==> src/ksts_pkg.sv <==
// ----------------------------------------------------------------------------
// ksts_pkg
// Shared opcodes, configuration register indexes and fixed field widths of
// the keyed slot table.
// ----------------------------------------------------------------------------
package ksts_pkg;

    // Fixed widths of the request opcode and the configuration index.
    localparam int OPCODE_BITS  = 4;
    localparam int CFG_IDX_BITS = 2;

    // Request opcodes.
    typedef enum logic [OPCODE_BITS-1:0] {
        OP_ADD    = 4'd0,
        OP_REMOVE = 4'd1,
        OP_MOVE   = 4'd2,
        OP_FIND   = 4'd3,
        OP_BASE   = 4'd4,
        OP_EMPTY  = 4'd5,
        OP_COUNT  = 4'd6,
        OP_READ   = 4'd7,
        OP_LEADER = 4'd8
    } op_t;

    // Configuration register indexes.
    localparam logic [CFG_IDX_BITS-1:0] CFG_WIDE_MODE      = 2'd0;
    localparam logic [CFG_IDX_BITS-1:0] CFG_LEADER_KEY     = 2'd1;
    localparam logic [CFG_IDX_BITS-1:0] CFG_LEADER_PRESENT = 2'd2;

endpackage

==> src/ksts_in_if.sv <==
// ----------------------------------------------------------------------------
// ksts_in_if
// Request channel of the keyed slot table: valid/ready plus the request fields.
// ----------------------------------------------------------------------------
interface ksts_in_if
    import ksts_pkg::*;
#(
    parameter int KEY_BITS  = 16,
    parameter int SLOT_BITS = 5
);

    logic                   valid;
    logic                   ready;
    logic [OPCODE_BITS-1:0] opcode;
    logic [KEY_BITS-1:0]    member_key;
    logic [SLOT_BITS-1:0]   slot_index;

    modport source (
        output valid,
        output opcode,
        output member_key,
        output slot_index,
        input  ready
    );

    modport sink (
        input  valid,
        input  opcode,
        input  member_key,
        input  slot_index,
        output ready
    );

endinterface

==> src/ksts_out_if.sv <==
// ----------------------------------------------------------------------------
// ksts_out_if
// Result channel of the keyed slot table: valid/ready plus the result fields.
// ----------------------------------------------------------------------------
interface ksts_out_if #(
    parameter int KEY_BITS     = 16,
    parameter int SLOT_BITS    = 5,
    parameter int SUB_CNT_BITS = 4,
    parameter int MEM_CNT_BITS = 6
);

    logic                    valid;
    logic                    ready;
    logic                    ok;
    logic [SLOT_BITS-1:0]    slot_out;
    logic [KEY_BITS-1:0]     key_out;
    logic                    key_valid;
    logic [SUB_CNT_BITS-1:0] subgroup_count;
    logic [MEM_CNT_BITS-1:0] member_count;

    modport source (
        output valid,
        output ok,
        output slot_out,
        output key_out,
        output key_valid,
        output subgroup_count,
        output member_count,
        input  ready
    );

    modport sink (
        input  valid,
        input  ok,
        input  slot_out,
        input  key_out,
        input  key_valid,
        input  subgroup_count,
        input  member_count,
        output ready
    );

endinterface

==> src/ksts_ram.sv <==
// ----------------------------------------------------------------------------
// ksts_ram
// Generic simple dual-port RAM: one write port, one read port, registered read.
// ----------------------------------------------------------------------------
module ksts_ram #(
    parameter int  WIDTH     = 16,
    parameter int  DEPTH     = 32,
    localparam int ADDR_BITS = (DEPTH > 1) ? $clog2(DEPTH) : 1
) (
    input  logic                 clk,
    input  logic                 we,
    input  logic [ADDR_BITS-1:0] waddr,
    input  logic [WIDTH-1:0]     wdata,
    input  logic [ADDR_BITS-1:0] raddr,
    output logic [WIDTH-1:0]     rdata
);

    logic [WIDTH-1:0] mem_reg [DEPTH];
    logic [WIDTH-1:0] rdata_reg;

    // Write and registered read; a read of the address being written returns
    // the old contents.
    always_ff @(posedge clk)
    begin
        if (we)
        begin
            mem_reg[waddr] <= wdata;
        end
        rdata_reg <= mem_reg[raddr];
    end

    assign rdata = rdata_reg;

endmodule

==> src/ksts_engine.sv <==
// ----------------------------------------------------------------------------
// ksts_engine
// Sequencer of the keyed slot table. Keeps the slot valid bits, occupancy and
// configuration registers, scans the key memory one slot per cycle and
// performs the read-modify-write of each operation.
// ----------------------------------------------------------------------------
module ksts_engine
    import ksts_pkg::*;
#(
    parameter int  TABLE_SLOTS    = 32,
    parameter int  SUBGROUP_SLOTS = 8,
    parameter int  KEY_BITS       = 16,
    localparam int SLOT_BITS      = $clog2(TABLE_SLOTS),
    localparam int SUB_CNT_BITS   = $clog2(SUBGROUP_SLOTS + 1),
    localparam int MEM_CNT_BITS   = $clog2(TABLE_SLOTS + 1)
) (
    input  logic                    clk,
    input  logic                    rst_n,
    // Configuration writes.
    input  logic                    cfg_we,
    input  logic [CFG_IDX_BITS-1:0] cfg_index,
    input  logic [KEY_BITS-1:0]     cfg_data,
    // Request side.
    input  logic                    req_valid,
    output logic                    req_ready,
    input  logic [OPCODE_BITS-1:0]  req_opcode,
    input  logic [KEY_BITS-1:0]     req_key,
    input  logic [SLOT_BITS-1:0]    req_slot,
    // Result side.
    output logic                    res_valid,
    input  logic                    res_take,
    output logic                    res_ok,
    output logic [SLOT_BITS-1:0]    res_slot,
    output logic [KEY_BITS-1:0]     res_key,
    output logic                    res_key_valid,
    output logic [SUB_CNT_BITS-1:0] res_sub_count,
    output logic [MEM_CNT_BITS-1:0] res_mem_count,
    // Key memory.
    output logic                    ram_we,
    output logic [SLOT_BITS-1:0]    ram_waddr,
    output logic [KEY_BITS-1:0]     ram_wdata,
    output logic [SLOT_BITS-1:0]    ram_raddr,
    input  logic [KEY_BITS-1:0]     ram_rdata
);

    localparam int IDX_BITS   = SLOT_BITS + 1;
    localparam int POS_BITS   = $clog2(SUBGROUP_SLOTS);
    localparam int GRP_BITS   = IDX_BITS + SUB_CNT_BITS;
    localparam int NARROW_END = (SUBGROUP_SLOTS < TABLE_SLOTS) ? SUBGROUP_SLOTS : TABLE_SLOTS;

    typedef enum logic [2:0] {
        S_IDLE,
        S_SCAN,
        S_READ,
        S_MV_RD,
        S_MV_WR1,
        S_MV_WR2,
        S_DONE
    } state_t;

    state_t                  state_reg,          state_next;
    op_t                     op_reg,             op_next;
    logic [KEY_BITS-1:0]     key_reg,            key_next;
    logic [SLOT_BITS-1:0]    slot_reg,           slot_next;
    logic                    slot_ok_reg,        slot_ok_next;
    logic [IDX_BITS-1:0]     scan_idx_reg,       scan_idx_next;
    logic [IDX_BITS-1:0]     scan_end_reg,       scan_end_next;
    logic [SLOT_BITS-1:0]    scan_base_reg,      scan_base_next;
    logic [POS_BITS-1:0]     scan_pos_reg,       scan_pos_next;
    logic                    cmp_vld_reg,        cmp_vld_next;
    logic [SLOT_BITS-1:0]    cmp_idx_reg,        cmp_idx_next;
    logic [SLOT_BITS-1:0]    cmp_base_reg,       cmp_base_next;
    logic                    cmp_grp_reg,        cmp_grp_next;
    logic [SLOT_BITS-1:0]    hit_reg,            hit_next;
    logic [SUB_CNT_BITS-1:0] cnt_reg,            cnt_next;
    logic [TABLE_SLOTS-1:0]  valid_reg,          valid_next;
    logic [MEM_CNT_BITS-1:0] occ_reg,            occ_next;
    logic                    wide_mode_reg,      wide_mode_next;
    logic [KEY_BITS-1:0]     leader_key_reg,     leader_key_next;
    logic                    leader_present_reg, leader_present_next;
    logic                    res_ok_reg,         res_ok_next;
    logic [SLOT_BITS-1:0]    res_slot_reg,       res_slot_next;
    logic [KEY_BITS-1:0]     res_key_reg,        res_key_next;
    logic                    res_kv_reg,         res_kv_next;
    logic [SUB_CNT_BITS-1:0] res_cnt_reg,        res_cnt_next;

    logic                    req_in_range;
    logic                    cmp_valid_bit;
    logic                    cmp_key_eq;
    logic                    cmp_last;
    logic                    issue_in_grp;
    logic [GRP_BITS-1:0]     grp_lo;
    logic [GRP_BITS-1:0]     slot_wide;

    // Compare-stage terms of the slot scan.
    assign req_in_range  = IDX_BITS'(req_slot) < IDX_BITS'(TABLE_SLOTS);
    assign cmp_valid_bit = valid_reg[cmp_idx_reg];
    assign cmp_key_eq    = ram_rdata == key_reg;
    assign cmp_last      = (IDX_BITS'(cmp_idx_reg) + IDX_BITS'(1)) == scan_end_reg;

    // Whether the slot being issued lies in the subgroup of the addressed slot.
    assign grp_lo       = GRP_BITS'(scan_base_reg);
    assign slot_wide    = GRP_BITS'(slot_reg);
    assign issue_in_grp = (slot_wide >= grp_lo) &&
                          (slot_wide < grp_lo + GRP_BITS'(SUBGROUP_SLOTS));

    // Next-state logic of the sequencer.
    always_comb
    begin
        state_next          = state_reg;
        op_next             = op_reg;
        key_next            = key_reg;
        slot_next           = slot_reg;
        slot_ok_next        = slot_ok_reg;
        scan_idx_next       = scan_idx_reg;
        scan_end_next       = scan_end_reg;
        scan_base_next      = scan_base_reg;
        scan_pos_next       = scan_pos_reg;
        cmp_vld_next        = cmp_vld_reg;
        cmp_idx_next        = cmp_idx_reg;
        cmp_base_next       = cmp_base_reg;
        cmp_grp_next        = cmp_grp_reg;
        hit_next            = hit_reg;
        cnt_next            = cnt_reg;
        valid_next          = valid_reg;
        occ_next            = occ_reg;
        wide_mode_next      = wide_mode_reg;
        leader_key_next     = leader_key_reg;
        leader_present_next = leader_present_reg;
        res_ok_next         = res_ok_reg;
        res_slot_next       = res_slot_reg;
        res_key_next        = res_key_reg;
        res_kv_next         = res_kv_reg;
        res_cnt_next        = res_cnt_reg;
        ram_we              = 1'b0;
        ram_waddr           = cmp_idx_reg;
        ram_wdata           = key_reg;
        ram_raddr           = scan_idx_reg[SLOT_BITS-1:0];

        // Configuration writes; the user must issue them only while the block is idle; the block does not enforce it.
        if (cfg_we)
        begin
            case (cfg_index)
                CFG_WIDE_MODE:      wide_mode_next      = cfg_data[0];
                CFG_LEADER_KEY:     leader_key_next     = cfg_data;
                CFG_LEADER_PRESENT: leader_present_next = cfg_data[0];
                default:            ;
            endcase
        end

        case (state_reg)
            S_IDLE:
            begin
                // A read request fetches its slot at the acceptance edge.
                ram_raddr = req_slot;
                if (req_valid)
                begin
                    op_next        = op_t'(req_opcode);
                    key_next       = req_key;
                    slot_next      = req_slot;
                    slot_ok_next   = req_in_range;
                    scan_idx_next  = '0;
                    scan_end_next  = IDX_BITS'(TABLE_SLOTS);
                    scan_base_next = '0;
                    scan_pos_next  = '0;
                    cmp_vld_next   = 1'b0;
                    cnt_next       = '0;
                    res_ok_next    = 1'b0;
                    res_slot_next  = '0;
                    res_key_next   = '0;
                    res_kv_next    = 1'b0;
                    res_cnt_next   = '0;
                    case (op_t'(req_opcode))
                        OP_ADD:
                        begin
                            scan_end_next = wide_mode_reg ? IDX_BITS'(TABLE_SLOTS)
                                                          : IDX_BITS'(NARROW_END);
                            state_next    = S_SCAN;
                        end
                        OP_REMOVE, OP_MOVE, OP_FIND, OP_BASE:
                        begin
                            state_next = S_SCAN;
                        end
                        OP_EMPTY:
                        begin
                            // Slot zero and slots past the table never read as empty.
                            res_ok_next = (req_slot != '0) && req_in_range &&
                                          !valid_reg[req_slot];
                            state_next  = S_DONE;
                        end
                        OP_COUNT:
                        begin
                            state_next = req_in_range ? S_SCAN : S_DONE;
                        end
                        OP_READ:
                        begin
                            state_next = req_in_range ? S_READ : S_DONE;
                        end
                        OP_LEADER:
                        begin
                            res_ok_next = leader_present_reg && (req_key == leader_key_reg);
                            state_next  = S_DONE;
                        end
                        default:
                        begin
                            state_next = S_DONE;
                        end
                    endcase
                end
            end

            S_SCAN:
            begin
                // Issue stage: one slot address per cycle, tracking the subgroup base.
                if (scan_idx_reg < scan_end_reg)
                begin
                    cmp_vld_next  = 1'b1;
                    cmp_idx_next  = scan_idx_reg[SLOT_BITS-1:0];
                    cmp_base_next = scan_base_reg;
                    cmp_grp_next  = issue_in_grp;
                    scan_idx_next = scan_idx_reg + IDX_BITS'(1);
                    if (scan_pos_reg == POS_BITS'(SUBGROUP_SLOTS - 1))
                    begin
                        scan_pos_next  = '0;
                        scan_base_next = SLOT_BITS'(scan_base_reg + SUBGROUP_SLOTS);
                    end
                    else
                    begin
                        scan_pos_next = scan_pos_reg + POS_BITS'(1);
                    end
                end
                else
                begin
                    cmp_vld_next = 1'b0;
                end

                // Compare stage: memory data for the slot issued in the previous cycle.
                if (cmp_vld_reg)
                begin
                    if (op_reg == OP_ADD)
                    begin
                        if (!cmp_valid_bit)
                        begin
                            ram_we                  = 1'b1;
                            ram_waddr               = cmp_idx_reg;
                            ram_wdata               = key_reg;
                            valid_next[cmp_idx_reg] = 1'b1;
                            occ_next                = occ_reg + MEM_CNT_BITS'(1);
                            res_ok_next             = 1'b1;
                            res_slot_next           = cmp_idx_reg;
                            state_next              = S_DONE;
                        end
                        else if (cmp_last)
                        begin
                            state_next = S_DONE;
                        end
                    end
                    else if (op_reg == OP_COUNT)
                    begin
                        cnt_next = cnt_reg + SUB_CNT_BITS'(cmp_valid_bit && cmp_grp_reg);
                        if (cmp_last)
                        begin
                            res_ok_next  = 1'b1;
                            res_cnt_next = cnt_next;
                            state_next   = S_DONE;
                        end
                    end
                    else if (cmp_valid_bit && cmp_key_eq)
                    begin
                        // First slot holding the key.
                        state_next = S_DONE;
                        case (op_reg)
                            OP_REMOVE:
                            begin
                                valid_next[cmp_idx_reg] = 1'b0;
                                occ_next                = occ_reg - MEM_CNT_BITS'(1);
                                res_ok_next             = 1'b1;
                            end
                            OP_FIND:
                            begin
                                res_ok_next   = 1'b1;
                                res_slot_next = cmp_idx_reg;
                            end
                            OP_BASE:
                            begin
                                res_ok_next   = 1'b1;
                                res_slot_next = cmp_base_reg;
                            end
                            OP_MOVE:
                            begin
                                if ((cmp_idx_reg != slot_reg) && slot_ok_reg)
                                begin
                                    hit_next   = cmp_idx_reg;
                                    state_next = S_MV_RD;
                                end
                            end
                            default: ;
                        endcase
                    end
                    else if (cmp_last)
                    begin
                        state_next = S_DONE;
                    end
                end
            end

            S_READ:
            begin
                // Memory data for the slot fetched at acceptance.
                res_ok_next  = valid_reg[slot_reg];
                res_kv_next  = valid_reg[slot_reg];
                res_key_next = valid_reg[slot_reg] ? ram_rdata : '0;
                state_next   = S_DONE;
            end

            S_MV_RD:
            begin
                // Fetch the current occupant of the target slot.
                ram_raddr  = slot_reg;
                state_next = S_MV_WR1;
            end

            S_MV_WR1:
            begin
                // The target's former contents go to the key's old slot.
                ram_we                = 1'b1;
                ram_waddr             = hit_reg;
                ram_wdata             = ram_rdata;
                valid_next[hit_reg]   = valid_reg[slot_reg];
                valid_next[slot_reg]  = 1'b1;
                state_next            = S_MV_WR2;
            end

            S_MV_WR2:
            begin
                ram_we      = 1'b1;
                ram_waddr   = slot_reg;
                ram_wdata   = key_reg;
                res_ok_next = 1'b1;
                state_next  = S_DONE;
            end

            S_DONE:
            begin
                if (res_take)
                begin
                    state_next = S_IDLE;
                end
            end

            default:
            begin
                state_next = S_IDLE;
            end
        endcase
    end

    // State and registered outputs.
    always_ff @(posedge clk or negedge rst_n)
    begin
        if (!rst_n)
        begin
            state_reg          <= S_IDLE;
            op_reg             <= OP_ADD;
            key_reg            <= '0;
            slot_reg           <= '0;
            slot_ok_reg        <= 1'b0;
            scan_idx_reg       <= '0;
            scan_end_reg       <= '0;
            scan_base_reg      <= '0;
            scan_pos_reg       <= '0;
            cmp_vld_reg        <= 1'b0;
            cmp_idx_reg        <= '0;
            cmp_base_reg       <= '0;
            cmp_grp_reg        <= 1'b0;
            hit_reg            <= '0;
            cnt_reg            <= '0;
            valid_reg          <= '0;
            occ_reg            <= '0;
            wide_mode_reg      <= 1'b0;
            leader_key_reg     <= '0;
            leader_present_reg <= 1'b0;
            res_ok_reg         <= 1'b0;
            res_slot_reg       <= '0;
            res_key_reg        <= '0;
            res_kv_reg         <= 1'b0;
            res_cnt_reg        <= '0;
        end
        else
        begin
            state_reg          <= state_next;
            op_reg             <= op_next;
            key_reg            <= key_next;
            slot_reg           <= slot_next;
            slot_ok_reg        <= slot_ok_next;
            scan_idx_reg       <= scan_idx_next;
            scan_end_reg       <= scan_end_next;
            scan_base_reg      <= scan_base_next;
            scan_pos_reg       <= scan_pos_next;
            cmp_vld_reg        <= cmp_vld_next;
            cmp_idx_reg        <= cmp_idx_next;
            cmp_base_reg       <= cmp_base_next;
            cmp_grp_reg        <= cmp_grp_next;
            hit_reg            <= hit_next;
            cnt_reg            <= cnt_next;
            valid_reg          <= valid_next;
            occ_reg            <= occ_next;
            wide_mode_reg      <= wide_mode_next;
            leader_key_reg     <= leader_key_next;
            leader_present_reg <= leader_present_next;
            res_ok_reg         <= res_ok_next;
            res_slot_reg       <= res_slot_next;
            res_key_reg        <= res_key_next;
            res_kv_reg         <= res_kv_next;
            res_cnt_reg        <= res_cnt_next;
        end
    end

    // Handshake and result outputs.
    assign req_ready     = state_reg == S_IDLE;
    assign res_valid     = state_reg == S_DONE;
    assign res_ok        = res_ok_reg;
    assign res_slot      = res_slot_reg;
    assign res_key       = res_key_reg;
    assign res_key_valid = res_kv_reg;
    assign res_sub_count = res_cnt_reg;
    assign res_mem_count = occ_reg;

    // The occupancy count always matches the number of valid slots.
    assert property (@(posedge clk) disable iff (!rst_n)
        $countones(valid_reg) == occ_reg)
        else $error("occupancy count differs from valid slot count");

    // An accepted request always leaves the idle state.
    assert property (@(posedge clk) disable iff (!rst_n)
        (req_valid && req_ready) |=> (state_reg != S_IDLE))
        else $error("accepted request did not start");

    // The key memory is written only by an add hit or the move sequence.
    assert property (@(posedge clk) disable iff (!rst_n)
        ram_we |-> (state_reg == S_SCAN || state_reg == S_MV_WR1 ||
                    state_reg == S_MV_WR2))
        else $error("key memory written outside an update step");

    // A move never swaps a slot with itself.
    assert property (@(posedge clk) disable iff (!rst_n)
        (state_reg == S_MV_WR1) |-> (hit_reg != slot_reg))
        else $error("move target equals source slot");

    // The compare stage only looks at slots inside the scan window.
    assert property (@(posedge clk) disable iff (!rst_n)
        (state_reg == S_SCAN && cmp_vld_reg) |-> (IDX_BITS'(cmp_idx_reg) < scan_end_reg))
        else $error("scan compared a slot past its window");

endmodule

==> src/keyed_slot_table_with_subgroups_core.sv <==
// ----------------------------------------------------------------------------
// keyed_slot_table_with_subgroups_core
// Table of keyed slots split into equal subgroups, with add, remove, move,
// find, subgroup base, empty test, subgroup count, read and leader test.
// ----------------------------------------------------------------------------
// Usage:
//   in_ch carries one request per transaction (opcode, member_key, slot_index);
//   out_ch returns exactly one result transaction per request, in order.
//   cfg_we/cfg_index/cfg_data write wide_mode (0), leader_key (1) and
//   leader_present (2); write them only while no request is in flight.
// Sequence, from request acceptance to result valid on out_ch:
//   leader test, empty test, out-of-range and unknown opcodes go straight to
//   the result; read takes one registered read of the key memory; add, remove,
//   find, subgroup base and subgroup count scan the key memory one slot per
//   cycle with a registered read; a move then adds the swap (one read, two
//   writes to the single-write-port key memory).
// Throughput: one request at a time; the next request is taken the cycle
//   after the previous result has moved into the output register.
// Reset clears all slot valid bits, the occupancy count and the configuration
//   registers; the key memory itself is not cleared and needs no sweep.
// A stalled receiver holds the result in the output register; the core can
//   finish one more request behind it and then waits.
// ----------------------------------------------------------------------------
module keyed_slot_table_with_subgroups_core
    import ksts_pkg::*;
#(
    parameter int  TABLE_SLOTS    = 32,
    parameter int  SUBGROUP_SLOTS = 8,
    parameter int  KEY_BITS       = 16,
    localparam int SLOT_BITS      = $clog2(TABLE_SLOTS),
    localparam int SUB_CNT_BITS   = $clog2(SUBGROUP_SLOTS + 1),
    localparam int MEM_CNT_BITS   = $clog2(TABLE_SLOTS + 1)
) (
    input  logic                    clk,
    input  logic                    rst_n,
    ksts_in_if.sink                 in_ch,
    ksts_out_if.source              out_ch,
    input  logic                    cfg_we,
    input  logic [CFG_IDX_BITS-1:0] cfg_index,
    input  logic [KEY_BITS-1:0]     cfg_data
);

    logic                    res_valid;
    logic                    res_take;
    logic                    res_ok;
    logic [SLOT_BITS-1:0]    res_slot;
    logic [KEY_BITS-1:0]     res_key;
    logic                    res_key_valid;
    logic [SUB_CNT_BITS-1:0] res_sub_count;
    logic [MEM_CNT_BITS-1:0] res_mem_count;

    logic                    ram_we;
    logic [SLOT_BITS-1:0]    ram_waddr;
    logic [KEY_BITS-1:0]     ram_wdata;
    logic [SLOT_BITS-1:0]    ram_raddr;
    logic [KEY_BITS-1:0]     ram_rdata;

    logic                    out_valid_reg,    out_valid_next;
    logic                    out_ok_reg;
    logic [SLOT_BITS-1:0]    out_slot_reg;
    logic [KEY_BITS-1:0]     out_key_reg;
    logic                    out_key_valid_reg;
    logic [SUB_CNT_BITS-1:0] out_sub_count_reg;
    logic [MEM_CNT_BITS-1:0] out_mem_count_reg;

    // Sequencer with valid bits, occupancy and configuration registers.
    ksts_engine #(
        .TABLE_SLOTS    (TABLE_SLOTS),
        .SUBGROUP_SLOTS (SUBGROUP_SLOTS),
        .KEY_BITS       (KEY_BITS)
    ) u_engine (
        .clk           (clk),
        .rst_n         (rst_n),
        .cfg_we        (cfg_we),
        .cfg_index     (cfg_index),
        .cfg_data      (cfg_data),
        .req_valid     (in_ch.valid),
        .req_ready     (in_ch.ready),
        .req_opcode    (in_ch.opcode),
        .req_key       (in_ch.member_key),
        .req_slot      (in_ch.slot_index),
        .res_valid     (res_valid),
        .res_take      (res_take),
        .res_ok        (res_ok),
        .res_slot      (res_slot),
        .res_key       (res_key),
        .res_key_valid (res_key_valid),
        .res_sub_count (res_sub_count),
        .res_mem_count (res_mem_count),
        .ram_we        (ram_we),
        .ram_waddr     (ram_waddr),
        .ram_wdata     (ram_wdata),
        .ram_raddr     (ram_raddr),
        .ram_rdata     (ram_rdata)
    );

    // Key memory, one entry per slot.
    ksts_ram #(
        .WIDTH (KEY_BITS),
        .DEPTH (TABLE_SLOTS)
    ) u_key_ram (
        .clk   (clk),
        .we    (ram_we),
        .waddr (ram_waddr),
        .wdata (ram_wdata),
        .raddr (ram_raddr),
        .rdata (ram_rdata)
    );

    // Output register: takes a finished result when empty or being drained.
    assign res_take       = res_valid && (!out_valid_reg || out_ch.ready);
    assign out_valid_next = res_take || (out_valid_reg && !out_ch.ready);

    always_ff @(posedge clk or negedge rst_n)
    begin
        if (!rst_n)
        begin
            out_valid_reg <= 1'b0;
        end
        else
        begin
            out_valid_reg <= out_valid_next;
        end
    end

    // Result payload, loaded with each transaction moved out of the core.
    always_ff @(posedge clk)
    begin
        if (res_take)
        begin
            out_ok_reg        <= res_ok;
            out_slot_reg      <= res_slot;
            out_key_reg       <= res_key;
            out_key_valid_reg <= res_key_valid;
            out_sub_count_reg <= res_sub_count;
            out_mem_count_reg <= res_mem_count;
        end
    end

    assign out_ch.valid          = out_valid_reg;
    assign out_ch.ok             = out_ok_reg;
    assign out_ch.slot_out       = out_slot_reg;
    assign out_ch.key_out        = out_key_reg;
    assign out_ch.key_valid      = out_key_valid_reg;
    assign out_ch.subgroup_count = out_sub_count_reg;
    assign out_ch.member_count   = out_mem_count_reg;

endmodule

==> src/flat_wrapper.sv <==
// flat-port wrapper written by rule: the top's interface ports become plain ports
module keyed_slot_table_with_subgroups_core_flat import ksts_pkg::*;
#(
    parameter int  TABLE_SLOTS    = 32,
    parameter int  SUBGROUP_SLOTS = 8,
    parameter int  KEY_BITS       = 16,
    localparam int SLOT_BITS      = $clog2(TABLE_SLOTS),
    localparam int SUB_CNT_BITS   = $clog2(SUBGROUP_SLOTS + 1),
    localparam int MEM_CNT_BITS   = $clog2(TABLE_SLOTS + 1)
)
  (clk, rst_n, cfg_we, cfg_index, cfg_data, in_ch_valid, in_ch_opcode, in_ch_member_key, in_ch_slot_index, in_ch_ready, out_ch_valid, out_ch_ok, out_ch_slot_out, out_ch_key_out, out_ch_key_valid, out_ch_subgroup_count, out_ch_member_count, out_ch_ready);
  ksts_in_if #(.KEY_BITS(KEY_BITS), .SLOT_BITS((5))) in_ch_i ();
  ksts_out_if #(.KEY_BITS(KEY_BITS), .SLOT_BITS((5)), .SUB_CNT_BITS((4)), .MEM_CNT_BITS((6))) out_ch_i ();
  input  logic clk;
  input  logic rst_n;
  input  logic cfg_we;
  input  logic [CFG_IDX_BITS-1:0] cfg_index;
  input  logic [KEY_BITS-1:0] cfg_data;
  input wire logic [$bits(in_ch_i.valid)-1:0] in_ch_valid;
  input wire logic [$bits(in_ch_i.opcode)-1:0] in_ch_opcode;
  input wire logic [$bits(in_ch_i.member_key)-1:0] in_ch_member_key;
  input wire logic [$bits(in_ch_i.slot_index)-1:0] in_ch_slot_index;
  output wire logic [$bits(in_ch_i.ready)-1:0] in_ch_ready;
  output wire logic [$bits(out_ch_i.valid)-1:0] out_ch_valid;
  output wire logic [$bits(out_ch_i.ok)-1:0] out_ch_ok;
  output wire logic [$bits(out_ch_i.slot_out)-1:0] out_ch_slot_out;
  output wire logic [$bits(out_ch_i.key_out)-1:0] out_ch_key_out;
  output wire logic [$bits(out_ch_i.key_valid)-1:0] out_ch_key_valid;
  output wire logic [$bits(out_ch_i.subgroup_count)-1:0] out_ch_subgroup_count;
  output wire logic [$bits(out_ch_i.member_count)-1:0] out_ch_member_count;
  input wire logic [$bits(out_ch_i.ready)-1:0] out_ch_ready;
  assign in_ch_i.valid = in_ch_valid;
  assign in_ch_i.opcode = in_ch_opcode;
  assign in_ch_i.member_key = in_ch_member_key;
  assign in_ch_i.slot_index = in_ch_slot_index;
  assign in_ch_ready = in_ch_i.ready;
  assign out_ch_valid = out_ch_i.valid;
  assign out_ch_ok = out_ch_i.ok;
  assign out_ch_slot_out = out_ch_i.slot_out;
  assign out_ch_key_out = out_ch_i.key_out;
  assign out_ch_key_valid = out_ch_i.key_valid;
  assign out_ch_subgroup_count = out_ch_i.subgroup_count;
  assign out_ch_member_count = out_ch_i.member_count;
  assign out_ch_i.ready = out_ch_ready;
  keyed_slot_table_with_subgroups_core #(.TABLE_SLOTS(TABLE_SLOTS), .SUBGROUP_SLOTS(SUBGROUP_SLOTS), .KEY_BITS(KEY_BITS)) u_core (.clk(clk), .rst_n(rst_n), .in_ch(in_ch_i), .out_ch(out_ch_i), .cfg_we(cfg_we), .cfg_index(cfg_index), .cfg_data(cfg_data));
endmodule
==> config.mk <==
export PLATFORM = sky130hd
export DESIGN_NAME = keyed_slot_table_with_subgroups_core_flat
export DESIGN_NICKNAME = d
export VERILOG_FILES = /design/src/ksts_pkg.sv /design/src/ksts_in_if.sv /design/src/ksts_out_if.sv /design/src/ksts_ram.sv /design/src/ksts_engine.sv /design/src/keyed_slot_table_with_subgroups_core.sv /design/src/flat_wrapper.sv
export SDC_FILE = /design/constraint.sdc
export NUM_CORES = 1
export LEC_CHECK = 0
export ABC_AREA = 1
export BUFFER_PORTS_ARGS = -buffer_cell sky130_fd_sc_hd__buf_2
export CAP_MARGIN = 10
export CORE_ASPECT_RATIO = 0.7
export CORE_MARGIN = 2
export CORE_UTILIZATION = 40
export DETAILED_ROUTE_END_ITERATION = 12
export PLACE_DENSITY = 0.55
export SETUP_SLACK_MARGIN = 0.02
export SYNTH_ARGS = -nofsm -noshare
export SYNTH_HDL_FRONTEND = slang
export SYNTH_SLANG_ARGS = --single-unit
==> constraint.sdc <==
create_clock -name clk -period 4.45 [get_ports clk]
set_input_delay 0.2225 -clock clk [delete_from_list [all_inputs] [get_ports clk]]
set_output_delay 0.2225 -clock clk [all_outputs]
set_load 0.02 [all_outputs]
### Word level (Yosys, flattened, before mapping)

Memories as Yosys holds them, arrays and structs flattened. A register that Yosys moved wholly into a read port is not among the register bits.
Index checks and enable logic that the tools add are counted.

* multiplexer cells: 93
* reduce and logical (&&, ||, !) cells: 48
* eq/ne operators: 44
* shift operators: 0
* add/subtract/negate cells: 8
* div/mod/pow operators: 0
* order comparisons: 10
* multipliers: 0
* bitwise operators: 6

Operators by type and width (number)
* $mux W32: 6
* $or A32 B32 Y32: 2
* $pmux W32 S2: 1
* $mux W6: 9
* $pmux W5 S2: 5
* $mux W16: 3
* $mux W5: 8
* $mux W3: 13
* $and A32 B32 Y32: 1
* $bwmux W32: 1
* $eq A16 B16 Y1: 2
* $mux W4: 8
* $not A32 Y32: 1
* $pmux W16 S2: 1
* $eq A4 B3 Y1 const B: 6
* $lt A5 B6 Y1 const B: 4
* $mux W1: 21
* $reduce_and A7 Y1: 3
* $ne A2 B2 Y1 const B: 10
* $pmux W3 S6: 1
* $reduce_and A6 Y1: 3
* $eq A4 B2 Y1 const B: 4
* $pmux W4 S2: 2
* $bmux W1 S5: 3
* other kinds (46): 91

* memories: 1
* memory bits (read-only): 0
* output and inout bits: 35
* latch bits: 0
* flip-flop bits (word level): 187
* word-level logic and storage cells: 242
* memory bits (writable): 512

Memories
* u_core.u_key_ram.mem_reg: depth 32, width 16, rd ports 1, clocked after Yosys merged registers in 1, write ports 1, line ksts_ram.sv:18 `logic [WIDTH-1:0] mem_reg [DEPTH];`

### Longest topological paths before layout

Gate-level depths: netlist (run 1).

* depth in word-level cells: 12
* gate-level depth with buffers: 21
* mapped depth without buffers: 18

### Cells and area by module

Synthesis (run 1) repeated with hierarchy kept, for this count alone.

* cells, all modules: 3318
* area total of the unflattened synthesis: 32090.8 um2

By module, submodules not included
* ksts_ram: area an instance 21301.7 um2, cells each 1794, times used 1, seq. area each 15695.1 um2
* ksts_engine: area an instance 9749.4 um2, cells each 1485, times used 1, seq. area each 3578.4 um2
* keyed_slot_table_with_subgroups_core: area an instance 1039.7 um2, cells each 39, times used 1, seq. area each 1016.0 um2

### Least setup slack after synthesis (run 1)

OpenSTA, ideal clock, no wires.

* path kind: register to register
* from: reg u_core.u_engine.state_reg[2]
* to: mem u_core.u_key_ram.mem_reg[0][0] (data pin)
* data required time: 3.996 ns
* setup time: 0.454 ns
* data arrival time: 2.737 ns
* cell stages (with the launch flop): 9
* slack: 1.259 ns
* cell sequence: dfrtp_1 -> inv_2 -> nor2_1 -> inv_1 -> nor2_2 -> inv_1 -> clkbuf_1 -> clkbuf_1 -> o21ai_0

* cells in the longest elaborated chain, start to end: 2

Ends and longest elaborated chain
* from (decl): line ksts_engine.sv:61 `state_t state_reg, state_next;`
* from (signal assigned): line ksts_engine.sv:391 `state_reg <= state_next;`
* $eq A3 B3 Y1: line ksts_engine.sv:151 `case (state_reg)`
* $mux W16
* via u_core.ram_wdata[0]: line keyed_slot_table_with_subgroups_core.sv:54 `logic [KEY_BITS-1:0] ram_wdata;`
* to (decl): line ksts_ram.sv:18

The timed path passes the listed nets, and every way through them passes these cells.

### Worst setup path in the final report (run 1)

* from: reg u_core.u_engine.state_reg[2]
* to: mem u_core.u_key_ram.mem_reg[0][11], enable pin

* cells in the longest elaborated chain, start to end: 5

Ends and longest elaborated chain
* $eq A3 B3 Y1: line ksts_engine.sv:151
* $reduce_or A2 Y1 (no source line)
* $pmux W1 S2: line ksts_engine.sv:151
* $mux W1: line ksts_ram.sv:25 `if (we)`
* $mux W1 (implied by the code): line ksts_ram.sv:27 `mem_reg[waddr] <= wdata;`

Parallel ways exist; a longest one is shown, timed or not.

==> results of run 1 <==
==> final cells by class <==
class | instances | area share
clock inverter | 28 | 0.00769
inverter | 330 | 0.0343
timing repair buffer | 211 | 0.0437
tap | 1056 | 0.0364
multi-input combinational | 1911 | 0.265
clock buffer | 97 | 0.0534
sequential | 705 | 0.559
==> routing by layer <==
layer | track usage | vias up | part of all wire
met5 | 0 | - | 0
met3 | 0.0558 | 146 | 0.081
met2 | 0.333 | 806 | 0.43
met4 | 0.0633 | 0 | 0.024
li1 | - | 11000 | -
met1 | 0.339 | 11400 | 0.47
==> power by group <==
part           total, mW  internal [mW]  leakage (nW)  switching, mW
clock network       5.80           3.25          1.07           2.55
registers           9.64           9.06          6.99          0.585
logic               12.3           3.03          6.10           9.27
==> cell usage after synthesis, types with 4 or more instances <==
| library cell | n |
|---|---|
| nor2_2 | 12 |
| nor3_1 | 16 |
| buf_2 | 69 |
| dfxtp_1 | 16 |
| nand2_1 | 495 |
| edfxtp_1 | 545 |
| buf_1 | 4 |
| buf_4 | 7 |
| dfrtp_1 | 144 |
| ha_1 | 15 |
| nor2_1 | 314 |
| inv_2 | 15 |
| inv_1 | 312 |
| o21ai_0 | 352 |
| o211ai_1 | 133 |
| buf_6 | 8 |
| nand2_2 | 38 |
| a21oi_1 | 182 |
| xnor2_1 | 16 |
| a21boi_0 | 16 |
| o22ai_1 | 24 |
| o21ai_1 | 44 |
| clkbuf_1 | 66 |
| nand3_1 | 186 |
| mux2_2 | 10 |
| xor2_1 | 10 |
==> how the worst max path moves through the flow <==
stage,start,end,cells past startpoint
after detailed placement,u_core.u_engine.state_reg[2],u_core.u_key_ram.mem_reg[8][13],11
after global routing,u_core.u_engine.state_reg[2],u_core.u_key_ram.mem_reg[16][4],11
after CTS,u_core.u_engine.state_reg[2],u_core.u_key_ram.mem_reg[0][9],11
after global placement,u_core.u_engine.state_reg[2],u_core.u_key_ram.mem_reg[8][5],11
final,u_core.u_engine.state_reg[2],u_core.u_key_ram.mem_reg[0][11],11
after floorplan,u_core.u_engine.state_reg[2],u_core.u_key_ram.mem_reg[0][0],8
==> cell usage in the layout, fill, tap and decap left out, drive strengths merged, types with 10 or more instances in the layout <==
master       count
dlygate4sd3     45
ha              15
dfrtp          144
a21boi          18
o22ai           24
a21oi          183
dfxtp           16
clkinv          21
xor2            10
nand3          190
o21ai          396
nor2           330
nand2          536
clkbuf          97
o211ai         133
buf            166
mux2            10
xnor2           16
inv            332
nor3            16
edfxtp         545
==> worst max-delay path, delay by kind of cell, from the launching register on <==
family / cells / cell delay [ns]
and+or+nand+nor: 5 / 1.35
buffers and inverters: 4 / 0.96
DFF: 1 / 0.44
AOI/OAI and AO/OA: 2 / 0.36
==> logic make-up after synthesis <==
logic type,after synthesis
simple gates,1081
flops,705
compound gates,778
buf+inv,486
xor+xnor,26
fa+ha+maj,16
mux,10
==> through the flow <==
step	cells	utilization	hold slack (ns)	setup WS, ns
2_1_floorplan	3102	-	-0.0731	1.26
3_3_place_gp	4168	0.427	0.102	1.13
3_5_place_dp	4168	0.427	0.106	1.10
4_1_cts	4338	0.461	0.0121	1.07
5_1_grt	4338	0.461	0.0440	0.752
6_report	4338	0.461	0.0416	0.973
==> what timing repair did <==
item                       4_1_cts  5_1_grt
hold endpoints to repair       186        0
setup endpoints to repair        0        0
hold buffers                    45        0
==> metrics.cfg, run 1 <==
[finish]
num_antenna_cells = 0
final.fill_count = 7304
largest_register_ffs = 512
drive_gt1_frac = 0.114
multi_input_area_um2 = 9620
layout.area.seq_um2 = 20300
syn_to_final_growth_pct = 14.1
fin_nets = 3292
final_area_um2 = 36300

[setup_path]
crit-reg2reg-launch = u_core.u_engine.state_reg[2]
slowest_stage = nor2_4
critPathKind = reg -> reg
slowest_delay_ns = 0.46
critPathMostFrequentCell = nor2_1
crit_chain = inv_2 -> nor2_1 -> inv_1 -> nor2_4 -> inv_2 -> o22ai_1 -> a21oi_1 -> nor2_1 -> nand2_1 -> nor2_1 -> buf_4
reg2reg_depth = 11
critPathCaptureType = register
r2r_end = u_core.u_key_ram.mem_reg[0][11]
crit_path_start_kind = register
rrSetupSlack_ns = 0.97
cp_data_arrival_time_ns = 3.78
cp_data_required_time_ns = 4.76
critPathMaxFanout = 36

[drt]
drtIter0Drc = 2797
vias = 23300
route.detailed.drc = 0
vias_per_cell = 5.38
firstDrtPassIters = 7
totalWireLength_mm = 94.5
ant_nets = 0
routedWlPerCell_um = 21.8

[logic_synthesis]
synth_top_family_by_area = simple AND/OR/NAND/NOR gates
synth-simple-area-share = 0.143
yosysWarnings = 0
synth_cell_types = 53
synth-xor-area-share = 0.00716
synth_compound_area_frac = 0.138
syn_nets = 3166
synthCells = 3102
synth.area.mux_share = 0.00354
avgSynthCellArea_um2 = 10.2
syn_area_um2 = 31800
synthAdderAreaFrac = 0.00653
synth-seq-area-share = 0.638
yosys-top-cells-area = edfxtp_1, dfrtp_1, nand2_1
ys_seq_elements = 705
synth_top_area_cell = edfxtp_1
yosysTopAreaCellShare = 0.515
synth_flop_cell = edfxtp_1
synth-edff-count = 545
ys_async_sr_fraction = 0.204

[sta]
finClkSkew_ns = 0.0340
rsz0062_at_grt = false
tightest_slew_ns = 1.20
setup_violations = 0
fmax_ghz = 0.288
drv_slew = 0
setup_tns_ns = 0
layout_min_cycle_time_ns = 3.48
hold_viol_final = 0
post-route-period-util = 0.781
max-slew-margin-rel = 0.198

[grt]
grt_overflow_total = 0
track_usage = 0.229
grt_max_degree = 123
antenna_found_initial = 3
grt_pass1_wl_mm = 140
grt_pass1_vias = 22100

[floorplan]
die_y_um = 240
dieArea_um2 = 81800
fp.dieW_um = 341
io_pins = 83
core_area_um2 = 78700
rows = 86
start_util = 0.404

[pwr]
leakagePower_nw = 14.2
power_mw = 27.7
ir_drop_mv = 0.618
power_density_nw_per_um2 = 765

[clock_tree]
cts_sinks = 705
numCtsBuffers = 69
post_cts_resized = 0
clk_latency_ns = 0.64
cts_buffer_depth = 3
cts_root_buf = clkbuf_16
postCtsSetupRepairBufs = 0
clk_pin_slew_ns = 0.06
h-tree-depth = 3
cts_tree = yes

[placement]
finalWeightedCongestion = 0.932
place_area_um2 = 33600
place_hpwl_mm = 61.5
portBuffers = 82

[flow_run]
maxCapViolCount = 0

[outcome]
outcome = finished, final reports clean

[hold_path]
worstHoldPathType = in -> async

Power figures use the tool's default switching activity.
==> run 2, diff against run 1 <==
PLACE_DENSITY = 0.57   (was 0.55)
clock period = 3 ns   (was 4.45 ns; I/O delays follow)
==> run 2 against run 1 <==
Cell area is 2.4% higher. Final cell count is 1.5% higher. Die area stayed put. Register-to-register slack worse by 0.86 ns. Critical path type unchanged. Highest routed layer unchanged.
==> metrics.cfg, run 2 (synthesis results as in run 1) <==
[outcome]
outcome = finished, final reports clean

[floorplan]
rows = 86
start_util = 0.404
dieArea_um2 = 81800
core_area_um2 = 78700
die_y_um = 240
fp.dieW_um = 341
io_pins = 83

[finish]
fin_util = 0.472
layout_common_cells = edfxtp_1, nand2_1, o21ai_0, inv_1, nor2_1
largest_register_ffs = 512
num_antenna_cells = 0
drive_gt1_frac = 0.134
fin_nets = 3357
final_area_um2 = 37200
multi_input_area_um2 = 9640
layout.area.seq_um2 = 20300
final.fill_count = 7226
syn_to_final_growth_pct = 16.8
layout.cells.non_filler = 4402
final_common_cell = edfxtp_1

[setup_path]
critPathBufInv = 3
crit_path_start_kind = register
critPathMostFrequentCell = nand2_1
critPathKind = reg -> reg
cp_data_arrival_time_ns = 3.19
crit_chain = inv_1 -> nand2_1 -> nor2_2 -> nand2_1 -> nand2_1 -> nor2_2 -> nand2_4 -> o41ai_4 -> nand2_1 -> buf_4 -> nor2_1 -> buf_4
critPathMaxFanout = 16
slowest_stage = dfrtp_1
cpLargestDelayFamily = simple AND/OR/NAND/NOR gates
critPathCaptureType = register
slowest_delay_ns = 0.47
cp_data_required_time_ns = 3.31

[drt]
vias_per_cell = 5.49
vias = 24200
firstDrtPassIters = 5
drtIter0Drc = 3146
ant_nets = 0
totalWireLength_mm = 98.5
route.detailed.drc = 0
routedWlPerCell_um = 22.4

[grt]
grt_pass1_vias = 22500
grt_overflow_total = 0
grt_pass1_wl_mm = 145
grt_max_degree = 119
antenna_found_initial = 1
track_usage = 0.238

[clock_tree]
cts_tree = yes
numCtsBuffers = 70
h-tree-depth = 3
postCtsSetupRepairBufs = 0
cts_buffer_depth = 3
cts_root_buf = clkbuf_16
clk_latency_ns = 0.64
cts_sinks = 705
clk_pin_slew_ns = 0.06

[sta]
max-slew-margin-rel = 0.497
post-route-period-util = 0.963
setup_violations = 0
rsz0062_at_grt = true
hold_viol_final = 0
setup_tns_ns = 0
finClkSkew_ns = 0.0248
layout_min_cycle_time_ns = 2.89
tightest_slew_ns = 0.753
fmax_ghz = 0.346
drv_slew = 0

[pwr]
power_mw = 42.7
power_density_nw_per_um2 = 1150
ir_drop_mv = 0.936
leakagePower_nw = 14.6

[placement]
portBuffers = 82
place_area_um2 = 34300
finalWeightedCongestion = 0.972
place_inst = 4231
place_hpwl_mm = 66.1

[flow_run]
maxCapViolCount = 0

[hold_path]
worstHoldPathType = in -> reg

## run 2: cell types whose count changed in the layout (fill, tap and decap cells not counted), moves of 4 or more
cell and delta:
buf_12 +16, clkinv_2 +4, nor2_1 -4, bufinv_16 +7, buf_4 +45, clkbuf_1 -6
## run 2: area by class of cell
cell class | count | share of cell area
Sequential cell | 705 | 0.546
Multi-Input combinational cell | 1911 | 0.259
Timing Repair Buffer | 275 | 0.0617
Clock buffer | 89 | 0.0504
Tap cell | 1056 | 0.0356
Inverter | 330 | 0.0335
Clock inverter | 36 | 0.0133
## run 2: tightest hold or removal path: cells and delay by family
| family | cells | cell delay (ns) |
|---|---|---|
| simple gates | 1 | 0.08 |
| buf+inv | 2 | 0.31 |
| compound gates | 1 | 0.07 |
## run 2: power breakdown
part           internal [mW]  total [mW]  switching, mW
clock network           5.33        9.17           3.83
registers               13.4        14.3          0.876
logic                   5.24        19.2           14.0
## run 2: per-stage QoR
stage / worst slack [ns] / hold WS (ns)
after floorplan: -0.191 / -0.146
after global placement: 0.203 / 0.172
after detailed placement: 0.168 / 0.185
after CTS: 0.151 / 0.00258
after global routing: -0.0364 / 0.0711
final: 0.112 / 0.0474
## run 2: path summary, 6_finish.rpt
kind | start | endpoint | slack, ns | cells past startpoint
worst max register to register | u_core.u_engine.cmp_idx_reg[4] | u_core.u_key_ram.mem_reg[5][11] | 0.11 | 12
min in group asynchronous | rst_n | u_core.u_engine.op_reg[1] | 0.09 | 2
max in group asynchronous | rst_n | u_core.u_engine.res_slot[1] | 2.03 | 3
worst min register to register | u_core.u_engine.res_key_valid | u_core.out_ch.key_valid | 0.45 | 0
worst min-delay path | in_ch_slot_index[0] | u_core.u_engine.slot_reg[0] | 0.05 | 4
worst max-delay path | u_core.u_engine.cmp_idx_reg[4] | u_core.u_key_ram.mem_reg[5][11] | 0.11 | 12
## run 2: layer usage
layer | routed length, µm | track usage | part of all wire | up-vias
li1 | - | - | - | 11100
met1 | 46800 | 0.368 | 0.48 | 11900
met2 | 40600 | 0.332 | 0.41 | 1035
met3 | 9270 | 0.0593 | 0.094 | 123
met4 | 1840 | 0.0533 | 0.019 | 0
met5 | 0 | 0 | 0 | -
## run 2: timing repair
| item | CTS | global route |
|---|---|---|
| endpoints found under the hold margin | 114 | 0 |
| hold buffers | 46 | 0 |
| resized for setup | 0 | 8 |
| endpoints found under the setup margin | 0 | 318 |
==> run 3, diff against run 2 <==
ABC_AREA = not set   (was 1)
CELL_PAD_IN_SITES_DETAIL_PLACEMENT = 1   (was not set)
CELL_PAD_IN_SITES_GLOBAL_PLACEMENT = 1   (was not set)
PLACE_DENSITY = 0.66   (was 0.57)
==> run 3 against run 2 <==
Synthesized cell count shrank 23%. Fmax is 1.9% lower. Sequential share of layout area fell by 2.7 points. Setup slack got worse by 0.056 ns. Critical path type unchanged. Largest power group unchanged. Highest routed layer is now met5.
==> metrics.cfg, run 3 <==
[setup_path]
critPathMaxFanout = 16
critPathKind = reg -> reg
crit_chain = nor3_1 -> a22o_1 -> a41oi_4 -> buf_6 -> a21oi_1 -> o22ai_4 -> buf_4 -> clkbuf_16 -> a21oi_1 -> mux2i_1
crit_path_start_kind = register
slowest_delay_ns = 0.52
cp_data_arrival_time_ns = 3.47
cp_data_required_time_ns = 3.53
critPathCaptureType = register
critPathBufInv = 3
slowest_stage = dfrtp_1
critPathMostFrequentCell = a21oi_1
cpLargestDelayFamily = compound AO/OA/AOI/OAI gates

[pwr]
ir_drop_mv = 0.771
power_density_nw_per_um2 = 1220
leakagePower_nw = 14.9

[sta]
tightest_slew_ns = 0.977
worst_slack_ns = 0.0561
rsz0062_at_grt = false
setup_violations = 0
worst_hold_slack_ns = 0.0719
drv_slew = 0
finClkSkew_ns = 0.0273
post-route-period-util = 0.981
fmax_ghz = 0.340
hold_viol_final = 0
max-slew-margin-rel = 0.340
layout_min_cycle_time_ns = 2.94

[drt]
vias_per_cell = 5.86
vias = 22400
ant_nets = 0
totalWireLength_mm = 107
drtIter0Drc = 2320
routedWlPerCell_um = 28.0
route.detailed.drc = 0
firstDrtPassIters = 5

[placement]
portBuffers = 82
finalWeightedCongestion = 0.940
place_hpwl_mm = 71.6
post-place-ws_ns = -0.0678

[logic_synthesis]
syn_nets = 2452
synthCells = 2388
synth-edff-count = 545
yosysWarnings = 0
yosys-top-cells-area = edfxtp_1, dfrtp_1, mux2i_1
ys_seq_elements = 705
yosysMostFrequentCell = edfxtp_1
yosysTopAreaCellShare = 0.507
ys_async_sr_fraction = 0.204
avgSynthCellArea_um2 = 13.5
synth_common_cells = edfxtp_1, nand2_1, o211ai_1
synth_flop_cell = edfxtp_1
synth_cell_types = 74
synth-seq-area-share = 0.629
synth_top_area_cell = edfxtp_1
syn_area_um2 = 32300

[floorplan]
io_pins = 83
die_y_um = 242
start_util = 0.402
dieArea_um2 = 83000
core_area_um2 = 80200
fp.dieW_um = 343
rows = 87

[flow_run]
maxCapViolCount = 0

[finish]
final.fill_count = 7975
largest_register_ffs = 512
fin_nets = 2759
drive_gt1_frac = 0.259
layout_common_cells = edfxtp_1, buf_4, nand2_1, o211ai_1, mux2i_1
syn_to_final_growth_pct = 21.2
final_common_cell = edfxtp_1

[grt]
grt_max_degree = 71
grt_overflow_total = 0
track_usage = 0.253
antenna_found_initial = 11
grt_pass1_vias = 23000
grt_pass1_wl_mm = 155

[clock_tree]
clk_latency_ns = 0.63
clk_pin_slew_ns = 0.07
cts_root_buf = clkbuf_16
numCtsBuffers = 71
cts_tree = yes
h-tree-depth = 3
cts_sinks = 705
cts_buffer_depth = 3

[outcome]
outcome = finished, final reports clean

[hold_path]
worstHoldPathType = in -> async

[run 3: final cells by class]
cell class / instances / area (µm²) / share of cell area
multi-input combinational: 1431 / 11100 / 0.283
antenna: 1 / 2.50 / 0.0000640
clock buffer: 93 / 1990 / 0.0510
sequential: 705 / 20300 / 0.519
timing repair buffer: 401 / 3620 / 0.0927
inverter: 85 / 319 / 0.00816
tap: 1068 / 1340 / 0.0342
clock inverter: 37 / 457 / 0.0117
[run 3: final timing paths]
path / startpoint / endpoint / slack [ns] / depth (start not counted)
worst min-delay path: rst_n / u_core.u_engine.valid_reg[16] / 0.07 / 2
worst max-delay path: u_core.u_engine.cmp_idx_reg[3] / u_core.u_engine.valid_reg[0] / 0.06 / 10
min in group clk: in_ch_member_key[9] / u_core.u_engine.key_reg[9] / 0.27 / 4
worst max register to register: u_core.u_engine.cmp_idx_reg[3] / u_core.u_engine.valid_reg[0] / 0.06 / 10
worst min register to register: u_core.u_engine.res_slot[1] / u_core.out_ch.slot_out[1] / 0.45 / 0
max in group asynchronous: rst_n / u_core.u_engine.slot_reg[0] / 2.01 / 3
[run 3: metal layers]
metal,up-vias,routed length (µm),GRT usage
met5,-,16,0
met4,4,2080,0.0591
met3,152,10300,0.0731
met2,906,45900,0.362
met1,11600,48700,0.379
li1,9725,-,-
[run 3: what timing repair did]
| item | in CTS | in global routing |
|---|---|---|
| buffers inserted | 0 | 6 |
| hold buffers | 47 | 0 |
| endpoints found under the setup margin | 492 | 541 |
| cloned | 2 | 10 |
| hold endpoints to repair | 92 | 0 |
| pin swaps | 2 | 8 |
| resized for setup | 33 | 78 |
[run 3: metrics by stage]
stage	cell area (µm²)	instances	TNS, ns	power (mW)	util
global placement	35600	3625	0	36.4	0.444
finish	39100	3821	0	47.5	0.487
global route	39100	3820	0	49.4	0.487
CTS	38700	3804	0	46.7	0.482
detailed placement	35600	3625	-13.33	37.0	0.444
floorplan	32300	2388	-73.41	27.4	-
[run 3: cell families (layout without fill, tap and decap cells)]
family	after synthesis	in the layout	synth area share
flops	705	705	0.629
mux	351	351	0.125
buf+inv	252	616	0.0366
simple gates	482	482	0.0723
compound gates	533	533	0.118
other cells	0	1	0
fa+ha+maj	16	16	0.00644
xor+xnor	49	49	0.0133
[run 3: power by group]
group | total, mW | internal (mW) | switching (mW)
Clock | 9.45 | 5.57 | 3.88
Sequential | 15.2 | 13.8 | 1.35
Combinational | 22.9 | 8.59 | 14.3
Total | 47.5 | 28.0 | 19.5
